File: src/sv/fsmc_pkg.sv
// ----------------------------------------------------------------------------
// fsmc_pkg
// Shared types and constants of the flux sync-mark classifier.
// ----------------------------------------------------------------------------
package fsmc_pkg;

    localparam int COUNT_BITS_DEF = 8;

    localparam int CFG_INDEX_BITS = 3;
    localparam int CFG_DATA_BITS  = 8;

    localparam logic [CFG_INDEX_BITS-1:0] REG_MFM_DETECT = 3'd0;
    localparam logic [CFG_INDEX_BITS-1:0] REG_MFM_STRONG = 3'd1;
    localparam logic [CFG_INDEX_BITS-1:0] REG_FM_DETECT  = 3'd2;
    localparam logic [CFG_INDEX_BITS-1:0] REG_FM_STRONG  = 3'd3;
    localparam logic [CFG_INDEX_BITS-1:0] REG_GCR_DETECT = 3'd4;

    localparam logic [7:0] MFM_DETECT_RST = 8'd5;
    localparam logic [7:0] MFM_STRONG_RST = 8'd15;
    localparam logic [7:0] FM_DETECT_RST  = 8'd5;
    localparam logic [7:0] FM_STRONG_RST  = 8'd10;
    localparam logic [7:0] GCR_DETECT_RST = 8'd20;

    localparam logic [7:0] BYTE_MFM_MARK = 8'hA1;
    localparam logic [7:0] BYTE_FM_FIRST = 8'hF5;
    localparam logic [7:0] BYTE_FM_LAST  = 8'h7E;
    localparam logic [7:0] BYTE_GCR_MARK = 8'hFF;

    localparam logic [1:0] KIND_MFM  = 2'd0;
    localparam logic [1:0] KIND_FM   = 2'd1;
    localparam logic [1:0] KIND_GCR  = 2'd2;
    localparam logic [1:0] KIND_NONE = 2'd3;

    localparam logic [6:0] CONF_MFM_HIGH = 7'd85;
    localparam logic [6:0] CONF_MFM_LOW  = 7'd60;
    localparam logic [6:0] CONF_FM_HIGH  = 7'd80;
    localparam logic [6:0] CONF_FM_LOW   = 7'd55;
    localparam logic [6:0] CONF_GCR      = 7'd70;
    localparam logic [6:0] CONF_NONE     = 7'd0;

    typedef struct packed {
        logic [7:0] mfm_detect;
        logic [7:0] mfm_strong;
        logic [7:0] fm_detect;
        logic [7:0] fm_strong;
        logic [7:0] gcr_detect;
    } t_cfg;

    // hit has one bit per result kind, indexed by the kind code.
    typedef struct packed {
        logic [3:0] hit;
        logic       mfm_strong;
        logic       fm_strong;
    } t_verdict;

endpackage

File: src/sv/fsmc_tracker.sv
// ----------------------------------------------------------------------------
// fsmc_tracker
// Sync-mark matchers and saturating counters; scores the buffer on its last
// byte and clears the run.
// ----------------------------------------------------------------------------
module fsmc_tracker #(
    parameter int COUNT_BITS = fsmc_pkg::COUNT_BITS_DEF
) (
    input  logic              i_clk,
    input  logic              i_rst_n,
    input  logic              i_take,
    input  logic [7:0]        i_flux_byte,
    input  logic              i_end_of_buffer,
    input  fsmc_pkg::t_cfg    i_cfg,
    output fsmc_pkg::t_verdict o_verdict
);

    localparam int CMP_W = (COUNT_BITS > 8) ? COUNT_BITS : 8;
    localparam logic [COUNT_BITS-1:0] COUNT_MAX = '1;

    logic [1:0]            r_mfm_phase, n_mfm_phase;
    logic                  r_fm_after_f5, n_fm_after_f5;
    logic                  r_gcr_phase, n_gcr_phase;
    logic [2:0]            r_gcr_pending, n_gcr_pending;
    logic [COUNT_BITS-1:0] r_mfm_count, n_mfm_count;
    logic [COUNT_BITS-1:0] r_fm_count, n_fm_count;
    logic [COUNT_BITS-1:0] r_gcr_count, n_gcr_count;
    logic                  pair_now;
    logic                  mfm_hit, fm_hit, gcr_hit;

    function automatic logic [COUNT_BITS-1:0] sat_inc(input logic [COUNT_BITS-1:0] c);
        return (c == COUNT_MAX) ? c : c + 1'b1;
    endfunction

    always_comb begin
        n_mfm_phase   = r_mfm_phase;
        n_fm_after_f5 = r_fm_after_f5;
        n_gcr_phase   = r_gcr_phase;
        n_mfm_count   = r_mfm_count;
        n_fm_count    = r_fm_count;
        n_gcr_count   = r_gcr_count;
        pair_now      = 1'b0;

        if (i_flux_byte == fsmc_pkg::BYTE_MFM_MARK) begin
            if (r_mfm_phase >= 2'd2) begin
                n_mfm_count = sat_inc(r_mfm_count);
                n_mfm_phase = 2'd0;
            end else begin
                n_mfm_phase = r_mfm_phase + 2'd1;
            end
        end else begin
            n_mfm_phase = 2'd0;
        end

        if (i_flux_byte == fsmc_pkg::BYTE_FM_LAST && r_fm_after_f5) begin
            n_fm_count    = sat_inc(r_fm_count);
            n_fm_after_f5 = 1'b0;
        end else begin
            n_fm_after_f5 = (i_flux_byte == fsmc_pkg::BYTE_FM_FIRST);
        end

        if (r_gcr_pending[2]) begin
            n_gcr_count = sat_inc(r_gcr_count);
        end
        if (i_flux_byte == fsmc_pkg::BYTE_GCR_MARK) begin
            pair_now    = r_gcr_phase;
            n_gcr_phase = !r_gcr_phase;
        end else begin
            n_gcr_phase = 1'b0;
        end
        n_gcr_pending = {r_gcr_pending[1:0], pair_now};
    end

    assign mfm_hit = CMP_W'(n_mfm_count) > CMP_W'(i_cfg.mfm_detect);
    assign fm_hit  = CMP_W'(n_fm_count) > CMP_W'(i_cfg.fm_detect);
    assign gcr_hit = CMP_W'(n_gcr_count) > CMP_W'(i_cfg.gcr_detect);

    always_comb begin
        o_verdict                           = '0;
        o_verdict.hit[fsmc_pkg::KIND_MFM]  = mfm_hit;
        o_verdict.hit[fsmc_pkg::KIND_FM]   = fm_hit;
        o_verdict.hit[fsmc_pkg::KIND_GCR]  = gcr_hit;
        o_verdict.hit[fsmc_pkg::KIND_NONE] = !(mfm_hit || fm_hit || gcr_hit);
        o_verdict.mfm_strong = CMP_W'(n_mfm_count) > CMP_W'(i_cfg.mfm_strong);
        o_verdict.fm_strong  = CMP_W'(n_fm_count) > CMP_W'(i_cfg.fm_strong);
    end

    always_ff @(posedge i_clk) begin
        if (!i_rst_n || (i_take && i_end_of_buffer)) begin
            r_mfm_phase   <= '0;
            r_fm_after_f5 <= 1'b0;
            r_gcr_phase   <= 1'b0;
            r_gcr_pending <= '0;
            r_mfm_count   <= '0;
            r_fm_count    <= '0;
            r_gcr_count   <= '0;
        end else if (i_take) begin
            r_mfm_phase   <= n_mfm_phase;
            r_fm_after_f5 <= n_fm_after_f5;
            r_gcr_phase   <= n_gcr_phase;
            r_gcr_pending <= n_gcr_pending;
            r_mfm_count   <= n_mfm_count;
            r_fm_count    <= n_fm_count;
            r_gcr_count   <= n_gcr_count;
        end
    end

endmodule

File: src/sv/flux_sync_mark_classifier.sv
// ----------------------------------------------------------------------------
// flux_sync_mark_classifier
// Counts MFM, FM and GCR sync marks in a flux buffer and scores the encodings.
// ----------------------------------------------------------------------------
// Usage: flux bytes arrive on the input channel, one per transfer, with
// i_end_of_buffer set on the final byte of a buffer. Every byte updates the
// mark matchers and counters as it is taken, so a new byte is accepted in
// every cycle unless a final byte waits. The final byte scores the buffer into
// a report register and clears the run; the report then leaves on the output
// channel as one to three results in MFM, FM, GCR order, or a single "none"
// result, one per cycle while the receiver is ready, the first in the cycle
// after the final byte. The last result of a buffer carries o_last_result.
// Bytes of the next buffer keep flowing while a report drains; only a final
// byte waits, with o_in_ready low, until the previous report has left or is
// leaving in the same cycle. A stalled receiver holds the current result.
// Configuration writes are taken in every cycle and belong only to idle
// periods. Reset clears the run, empties the report and loads the default
// thresholds.
// ----------------------------------------------------------------------------
module flux_sync_mark_classifier #(
    parameter int COUNT_BITS = fsmc_pkg::COUNT_BITS_DEF
) (
    input  logic                                i_clk,
    input  logic                                i_rst_n,
    input  logic                                i_in_valid,
    output logic                                o_in_ready,
    input  logic [7:0]                          i_flux_byte,
    input  logic                                i_end_of_buffer,
    output logic                                o_out_valid,
    input  logic                                i_out_ready,
    output logic [1:0]                          o_encoding_kind,
    output logic [6:0]                          o_confidence,
    output logic                                o_last_result,
    input  logic                                i_cfg_valid,
    output logic                                o_cfg_ready,
    input  logic [fsmc_pkg::CFG_INDEX_BITS-1:0] i_cfg_index,
    input  logic [fsmc_pkg::CFG_DATA_BITS-1:0]  i_cfg_data
);

    fsmc_pkg::t_cfg     r_cfg;
    fsmc_pkg::t_verdict verdict;
    logic [3:0]         r_mask, n_mask;
    logic               r_mfm_strong;
    logic               r_fm_strong;
    logic               in_take, out_take, out_done;

    assign o_cfg_ready = 1'b1;

    always_ff @(posedge i_clk) begin
        if (!i_rst_n) begin
            r_cfg.mfm_detect <= fsmc_pkg::MFM_DETECT_RST;
            r_cfg.mfm_strong <= fsmc_pkg::MFM_STRONG_RST;
            r_cfg.fm_detect  <= fsmc_pkg::FM_DETECT_RST;
            r_cfg.fm_strong  <= fsmc_pkg::FM_STRONG_RST;
            r_cfg.gcr_detect <= fsmc_pkg::GCR_DETECT_RST;
        end else if (i_cfg_valid) begin
            unique case (i_cfg_index)
                fsmc_pkg::REG_MFM_DETECT: r_cfg.mfm_detect <= i_cfg_data;
                fsmc_pkg::REG_MFM_STRONG: r_cfg.mfm_strong <= i_cfg_data;
                fsmc_pkg::REG_FM_DETECT:  r_cfg.fm_detect  <= i_cfg_data;
                fsmc_pkg::REG_FM_STRONG:  r_cfg.fm_strong  <= i_cfg_data;
                fsmc_pkg::REG_GCR_DETECT: r_cfg.gcr_detect <= i_cfg_data;
                default: ;
            endcase
        end
    end

    assign out_take   = o_out_valid && i_out_ready;
    assign out_done   = out_take && o_last_result;
    assign o_in_ready = !(i_end_of_buffer && o_out_valid && !out_done);
    assign in_take    = i_in_valid && o_in_ready;

    fsmc_tracker #(
        .COUNT_BITS (COUNT_BITS)
    ) u_tracker (
        .i_clk           (i_clk),
        .i_rst_n         (i_rst_n),
        .i_take          (in_take),
        .i_flux_byte     (i_flux_byte),
        .i_end_of_buffer (i_end_of_buffer),
        .i_cfg           (r_cfg),
        .o_verdict       (verdict)
    );

    always_comb begin
        n_mask = r_mask;
        priority if (in_take && i_end_of_buffer) begin
            n_mask = verdict.hit;
        end else if (out_take) begin
            n_mask = r_mask & (r_mask - 4'd1);
        end else begin
            n_mask = r_mask;
        end
    end

    always_ff @(posedge i_clk) begin
        if (!i_rst_n) begin
            r_mask <= '0;
        end else begin
            r_mask <= n_mask;
        end
    end

    always_ff @(posedge i_clk) begin
        if (in_take && i_end_of_buffer) begin
            r_mfm_strong <= verdict.mfm_strong;
            r_fm_strong  <= verdict.fm_strong;
        end
    end

    assign o_out_valid   = |r_mask;
    assign o_last_result = (r_mask & (r_mask - 4'd1)) == 4'd0;

    always_comb begin
        priority if (r_mask[fsmc_pkg::KIND_MFM]) begin
            o_encoding_kind = fsmc_pkg::KIND_MFM;
            o_confidence    = r_mfm_strong ? fsmc_pkg::CONF_MFM_HIGH : fsmc_pkg::CONF_MFM_LOW;
        end else if (r_mask[fsmc_pkg::KIND_FM]) begin
            o_encoding_kind = fsmc_pkg::KIND_FM;
            o_confidence    = r_fm_strong ? fsmc_pkg::CONF_FM_HIGH : fsmc_pkg::CONF_FM_LOW;
        end else if (r_mask[fsmc_pkg::KIND_GCR]) begin
            o_encoding_kind = fsmc_pkg::KIND_GCR;
            o_confidence    = fsmc_pkg::CONF_GCR;
        end else begin
            o_encoding_kind = fsmc_pkg::KIND_NONE;
            o_confidence    = fsmc_pkg::CONF_NONE;
        end
    end

endmodule

File: config.mk
export PLATFORM = sky130hd
export DESIGN_NAME = flux_sync_mark_classifier
export DESIGN_NICKNAME = d
export VERILOG_FILES = /design/src/sv/fsmc_pkg.sv /design/src/sv/fsmc_tracker.sv /design/src/sv/flux_sync_mark_classifier.sv
export SDC_FILE = /design/constraint.sdc
export NUM_CORES = 1
export LEC_CHECK = 0
export ABC_AREA = 1
export BUFFER_PORTS_ARGS = -buffer_cell sky130_fd_sc_hd__buf_2
export CORE_ASPECT_RATIO = 1.2
export CORE_UTILIZATION = 34
export CTS_CLUSTER_DIAMETER = 120
export DETAILED_ROUTE_END_ITERATION = 7
export PLACE_DENSITY = 0.56
export SLEW_MARGIN = 10
export SYNTH_ARGS = -nofsm -noshare
export SYNTH_HDL_FRONTEND = slang
export SYNTH_SLANG_ARGS = --single-unit
File: constraint.sdc
create_clock -name i_clk -period 5 [get_ports i_clk]
set_input_delay 0 -clock i_clk [delete_from_list [all_inputs] [get_ports i_clk]]
set_output_delay 0 -clock i_clk [all_outputs]
set_load 0.02 [all_outputs]
### Yosys cells after proc, flatten, opt, wreduce, memory -nomap -nowiden

Cells that the tools add are included.

| word-level totals | value |
|---|---|
| register bits | 77 |
| output and inout port bits | 13 |
| word-level logic and storage cells | 84 |

| operators by class | value |
|---|---|
| add/subtract/negate cells | 5 |
| magnitude comparators | 6 |
| equality and inequality tests | 11 |
| mux-type cells | 22 |
| bitwise logic cells | 1 |
| reduce and logical (&&, ||, !) cells | 24 |

Operators by type and width:

| operator | number |
|---|---|
| $mux W8 | 7 |
| $eq A8 B8 Y1 const B | 6 |
| $gt A8 B8 Y1 | 5 |
| $mux W7 | 5 |
| $add A8 B1 Y8 const B | 3 |
| $reduce_and A2 Y1 | 5 |
| $eq A8 B7 Y1 const B | 1 |
| $mux W2 | 4 |
| $mux W4 | 2 |
| $logic_and A1 B1 Y1 | 7 |
| $eq A3 B2 Y1 const B | 2 |
| $logic_not A1 Y1 | 5 |
| $and A4 B4 Y4 | 1 |
| $logic_not A4 Y1 | 1 |
| $mux W1 | 4 |
| $reduce_or A4 Y1 | 1 |
| $sub A4 B1 Y4 const B | 1 |
| $eq A3 B1 Y1 const B | 1 |
| $eq A3 B3 Y1 const B | 1 |
| $logic_not A3 Y1 | 1 |
| $logic_or A1 B1 Y1 | 3 |
| $add A2 B1 Y2 const B | 1 |
| $ge A2 B2 Y1 const B | 1 |
| $reduce_bool A2 Y1 | 1 |

### Longest topological paths before layout

| logic depth | value |
|---|---|
| depth after elaboration | 10 |
| depth in mapped cells | 20 |
| depth with buffers taken out | 20 |

### Cells and area by module

A second synthesis with hierarchy kept.

| second synthesis, totals | value |
|---|---|
| cell total of the unflattened synthesis | 767 |
| area total of the unflattened synthesis | 5,064.9 µm² |

Modules (own cells, without submodules):

| module | times used | cells each | area each (µm²) |
|---|---|---|---|
| fsmc_tracker | 1 | 519 | 3,210.6 |
| flux_sync_mark_classifier | 1 | 248 | 1,854.3 |

### Least setup slack after synthesis

Ideal clock, no wire load.

| path | value |
|---|---|
| kind | reg-to-reg |
| from | register u_tracker.r_mfm_count[0] |
| to | register r_mfm_strong (data pin) |
| library setup time | 0.146 ns |
| arrival time | 2.268 ns |
| required time | 4.854 ns |
| setup slack | 2.586 ns |
| cell stages (with the launch flop) | 15 |
| cells stage by stage | dfxtp_1 -> ha_1 -> nand2_1 -> nor2_1 -> nand2_1 -> nand2_1 -> nor2_1 -> nand2_1 -> xor2_1 -> ha_1 -> nand2_1 -> o21ai_0 -> a21oi_1 -> or2_2 -> a21oi_1 |

RTL lines:

| item | RTL line | RTL |
|---|---|---|
| from (decl) | fsmc_tracker.sv:25 | `logic [COUNT_BITS-1:0] r_mfm_count, n_mfm_count;` |
| from (signal assigned) | fsmc_tracker.sv:102 | `r_mfm_count <= n_mfm_count;` |
| to (signal assigned) | flux_sync_mark_classifier.sv:106 | `r_mfm_strong <= verdict.mfm_strong;` |
| to (decl) | flux_sync_mark_classifier.sv:43 | `logic r_mfm_strong;` |

==> summary.md <==
| Metric | Value |
|---|---|
| Hold Path Cell Cnt | 3 |
| Share of cells above drive strength 1 | 12.2% |
| Async set-reset flop share out of synthesis | 0% |
| Critical Path Max Stage Delay | 0.35 ns |
| Sink Count | 77 |
| Synth cell types | 43 |
| Routability congestion estimate | 0.838 |
| Fin crit share | 54.3% |
| Worst Hold Launch | i_cfg_data[3] |
| Hold Path End | r_cfg[11] |
| N_diodes | 0 |
| Vias | 4380 |
| Clk_lat worst skew | 0.34 ns |
| Met1 WL | 5.15 mm |
| Failing checks | DRC |
| Met2 WL | 5.82 mm |
| Clock Tree Buf Depth | 2 |
| Synth Cell Area | 0.00488 mm² |
| Initial antenna violation count | 0 |
| Top_reg_cell synth | dfxtp_1 |
| Fin Setup TNS | 0 ns |
| Area occupied by multi-input gates | 0.00278 mm² |
| DRC | 8 |
| Number of max-cap violations | 0 |
| 1st-pass router iterations | 6 |
| GR Overflow Total | 0 |
| Vias in the first global route | 4033 |
| Final Cell Area | 0.00547 mm² |
| Maximum vdd drop | 0.133 mV |
| Critical Path Slowest Stage Cell | dfxtp_1 |
| Yosys warns | 0 |
| # fillers | 1419 |
| ANT nets after route | 0 |
| FF+latch count, synth | 77 |
| Register area share after synthesis | 32.0% |
| Reg2Reg Setup Slack | 2.29 ns |
| Crit start category | flip-flop |
| Total CTS buffers | 9 |
| Number of nets in the layout | 792 |
| Met3 Wirelength | 268 µm |
| Syn Area/Cell | 7.06 µm² |
| Crit path arrival time | 2.90 ns |
| Pwr/cell area | 291 mW/mm² |
| Max layer used | met4 |
| Top achievable clock speed | 369 MHz |
| CP Max Fanout | 5 |
| Clock root cell | clkbuf_16 |
| Clk_skew | 0.00388 ns |
| Placed Area | 0.00514 mm² |
| Final hold violations | 0 |
| Commonest non-fill, non-tap cells in the layout | nand2_1 (146), inv_1 (106), dfxtp_1 (75), nor2_1 (63), a21oi_1 (61) |
| Core area | 0.0139 mm² |
| GRT Util Overall | 16.2% |
| CTS clk-pin slew, worst paths | 0.06 ns |
| DP HPWL | 8.65 mm |
| Commonest non-fill, non-tap cell in the layout | nand2_1 |
| Final Max Slew Viols | 0 |
| Die footprint | 0.0148 mm² |
| Io pins | 38 |
| Mapped Nets | 759 |
| Unrepaired setup endpoints after global routing | no |
| Slew headroom | 28.5% |
| Chip Height | 133 µm |
| Port Buffer Count | 36 |
| Area Overhead vs Synth | 12.2% |
| Crit path launch | u_tracker.r_mfm_count[0] |
| Clock tree from TritonCTS | done |
| Largest net degree at the start of global routing | 44 |
| Die extent in x | 111 µm |
| EDFF count, synth | 2 |
| Final setup violation count | 0 |
| Final WL | 11.5 mm |
| DR WL/cell | 12.8 µm |
| Via density | 4.87 |
| Cells after Synth | 691 |
| H-Tree Level Count | 3 |
| Initial Utilization | 35.2% |
| Reg2reg start | u_tracker.r_mfm_count[0] |
| First-pass GRT wire length | 19.1 mm |
| Capturing point of the worst reg2reg path | r_mfm_strong |
| First DRT Iteration DRCs | 207 |
| Leak | 2.48 nW |
| Cell chain of the critical path | ha_1 -> nand2_1 -> nor2_1 -> nand2_1 -> nand2_1 -> nor2_1 -> xor2_1 -> inv_1 -> ha_1 -> inv_1 -> a21oi_1 -> o21ai_0 -> a21oi_1 -> or2_2 -> a21oi_1 |
| Run status | finished with violations |
| R2R depth | 15 |
| WP data required | 5.18 ns |
| Overall power | 1.59 mW |
| CP endpoint kind | flip-flop |
| Post-CTS Setup Inserts | 0 |
| Min Tclk post-route | 2.71 ns |
| Hold WC Path Type | input port to flip-flop |
| FP Rows | 47 |
| Kind of critical path | flip-flop to flip-flop |
| Sequential standard cell area | 0.00156 mm² |
| Worst-margin pin slew | 1.07 ns |
==> metal layers <==
metal  up-vias  track usage, %
met5         -               0
met4         0            7.28
met3        15            3.18
met2        60            28.9
met1      1994            18.6
li1       2311               -
==> area by class of cell <==
cell class / instances / area share [%]
repair buffers: 42 / 4.34
well taps: 171 / 3.91
clock inverters: 4 / 0.412
inverters: 107 / 7.34
flip-flops and latches: 77 / 28.5
clock buffers: 12 / 4.69
multi-input cells: 487 / 50.8
==> kinds of logic (layout without fill, tap and decap cells) <==
group / after synthesis / count (layout) / share of synthesized area [%]
other: 1 / 1 / 0.0769
buffers and inverters: 127 / 165 / 11.0
XOR/XNOR: 12 / 12 / 2.15
flip-flops: 77 / 77 / 32.0
AO/OA/AOI/OAI: 149 / 149 / 18.3
adder cells (fa/ha/maj): 43 / 43 / 11.0
AND/OR/NAND/NOR: 282 / 282 / 25.4
==> flip-flops by register name (all words and copies together), names as in the netlist <==
register / flops
r_cfg: 40
u_tracker.r_fm_count: 8
u_tracker.r_gcr_count: 8
u_tracker.r_mfm_count: 8
r_mask: 4
u_tracker.r_gcr_pending: 3
u_tracker.r_mfm_phase: 2
r_fm_strong: 1
r_mfm_strong: 1
u_tracker.r_fm_after_f5: 1
u_tracker.r_gcr_phase: 1
==> Yosys cell counts (4+ instances only) <==
cell type    n  area share, %
clkbuf_1    10           0.77
dfxtp_1     75             31
ha_1        43             11
inv_1      106            8.2
o211ai_1     7            1.1
nand4_1     10            1.3
nand3_1     37            3.8
o21ai_0     44            4.5
o21ai_2     10            1.8
nor3_1       8           0.82
nor2_1      63            4.8
a21oi_2     10            1.8
xnor2_1      4           0.72
buf_6        5            1.2
a21oi_1     61            6.3
nand2_1    146             11
xor2_1       8            1.4
nor2_2       5           0.64
==> per-stage QoR <==
step	setup WS, ns	hold WS [ns]	utilization [%]	cells
final	2.29	0.0251	39.4	900
after global routing	2.04	0.0235	39.4	900
after CTS	2.30	0.00523	39.4	900
after detailed placement	2.32	0.304	37.1	879
after global placement	2.40	0.301	37.1	879
after floorplan	2.59	0.125	-	691
==> worst max path at each step <==
stage	to	cells past startpoint
after floorplan	r_mfm_strong	14
after global placement	r_mask[3]	18
after detailed placement	r_mfm_strong	14
after CTS	r_mfm_strong	14
after global routing	r_mask[3]	18
final	r_mfm_strong	15
==> repair_timing <==
action                                  in CTS  in global routing
endpoints found under the hold margin       12                  0
hold buffers                                 5                  0
endpoints found under the setup margin       0                  0
resized for setup                            0                  0
==> critical path: cells and delay by family (launching register included) <==
kind / cells / cell delay (ns)
simple gates: 6 / 0.95
fa+ha+maj: 2 / 0.42
compound gates: 4 / 0.41
flops: 1 / 0.35
xor+xnor: 1 / 0.25
buf+inv: 2 / 0.17
==> power by group <==
part / switching, mW / internal [mW] / total, mW
clock network: 0.249 / 0.360 / 0.610
registers: 0.0229 / 0.646 / 0.669
logic: 0.209 / 0.108 / 0.316
Note: power is estimated with default switching activity, not from simulation.
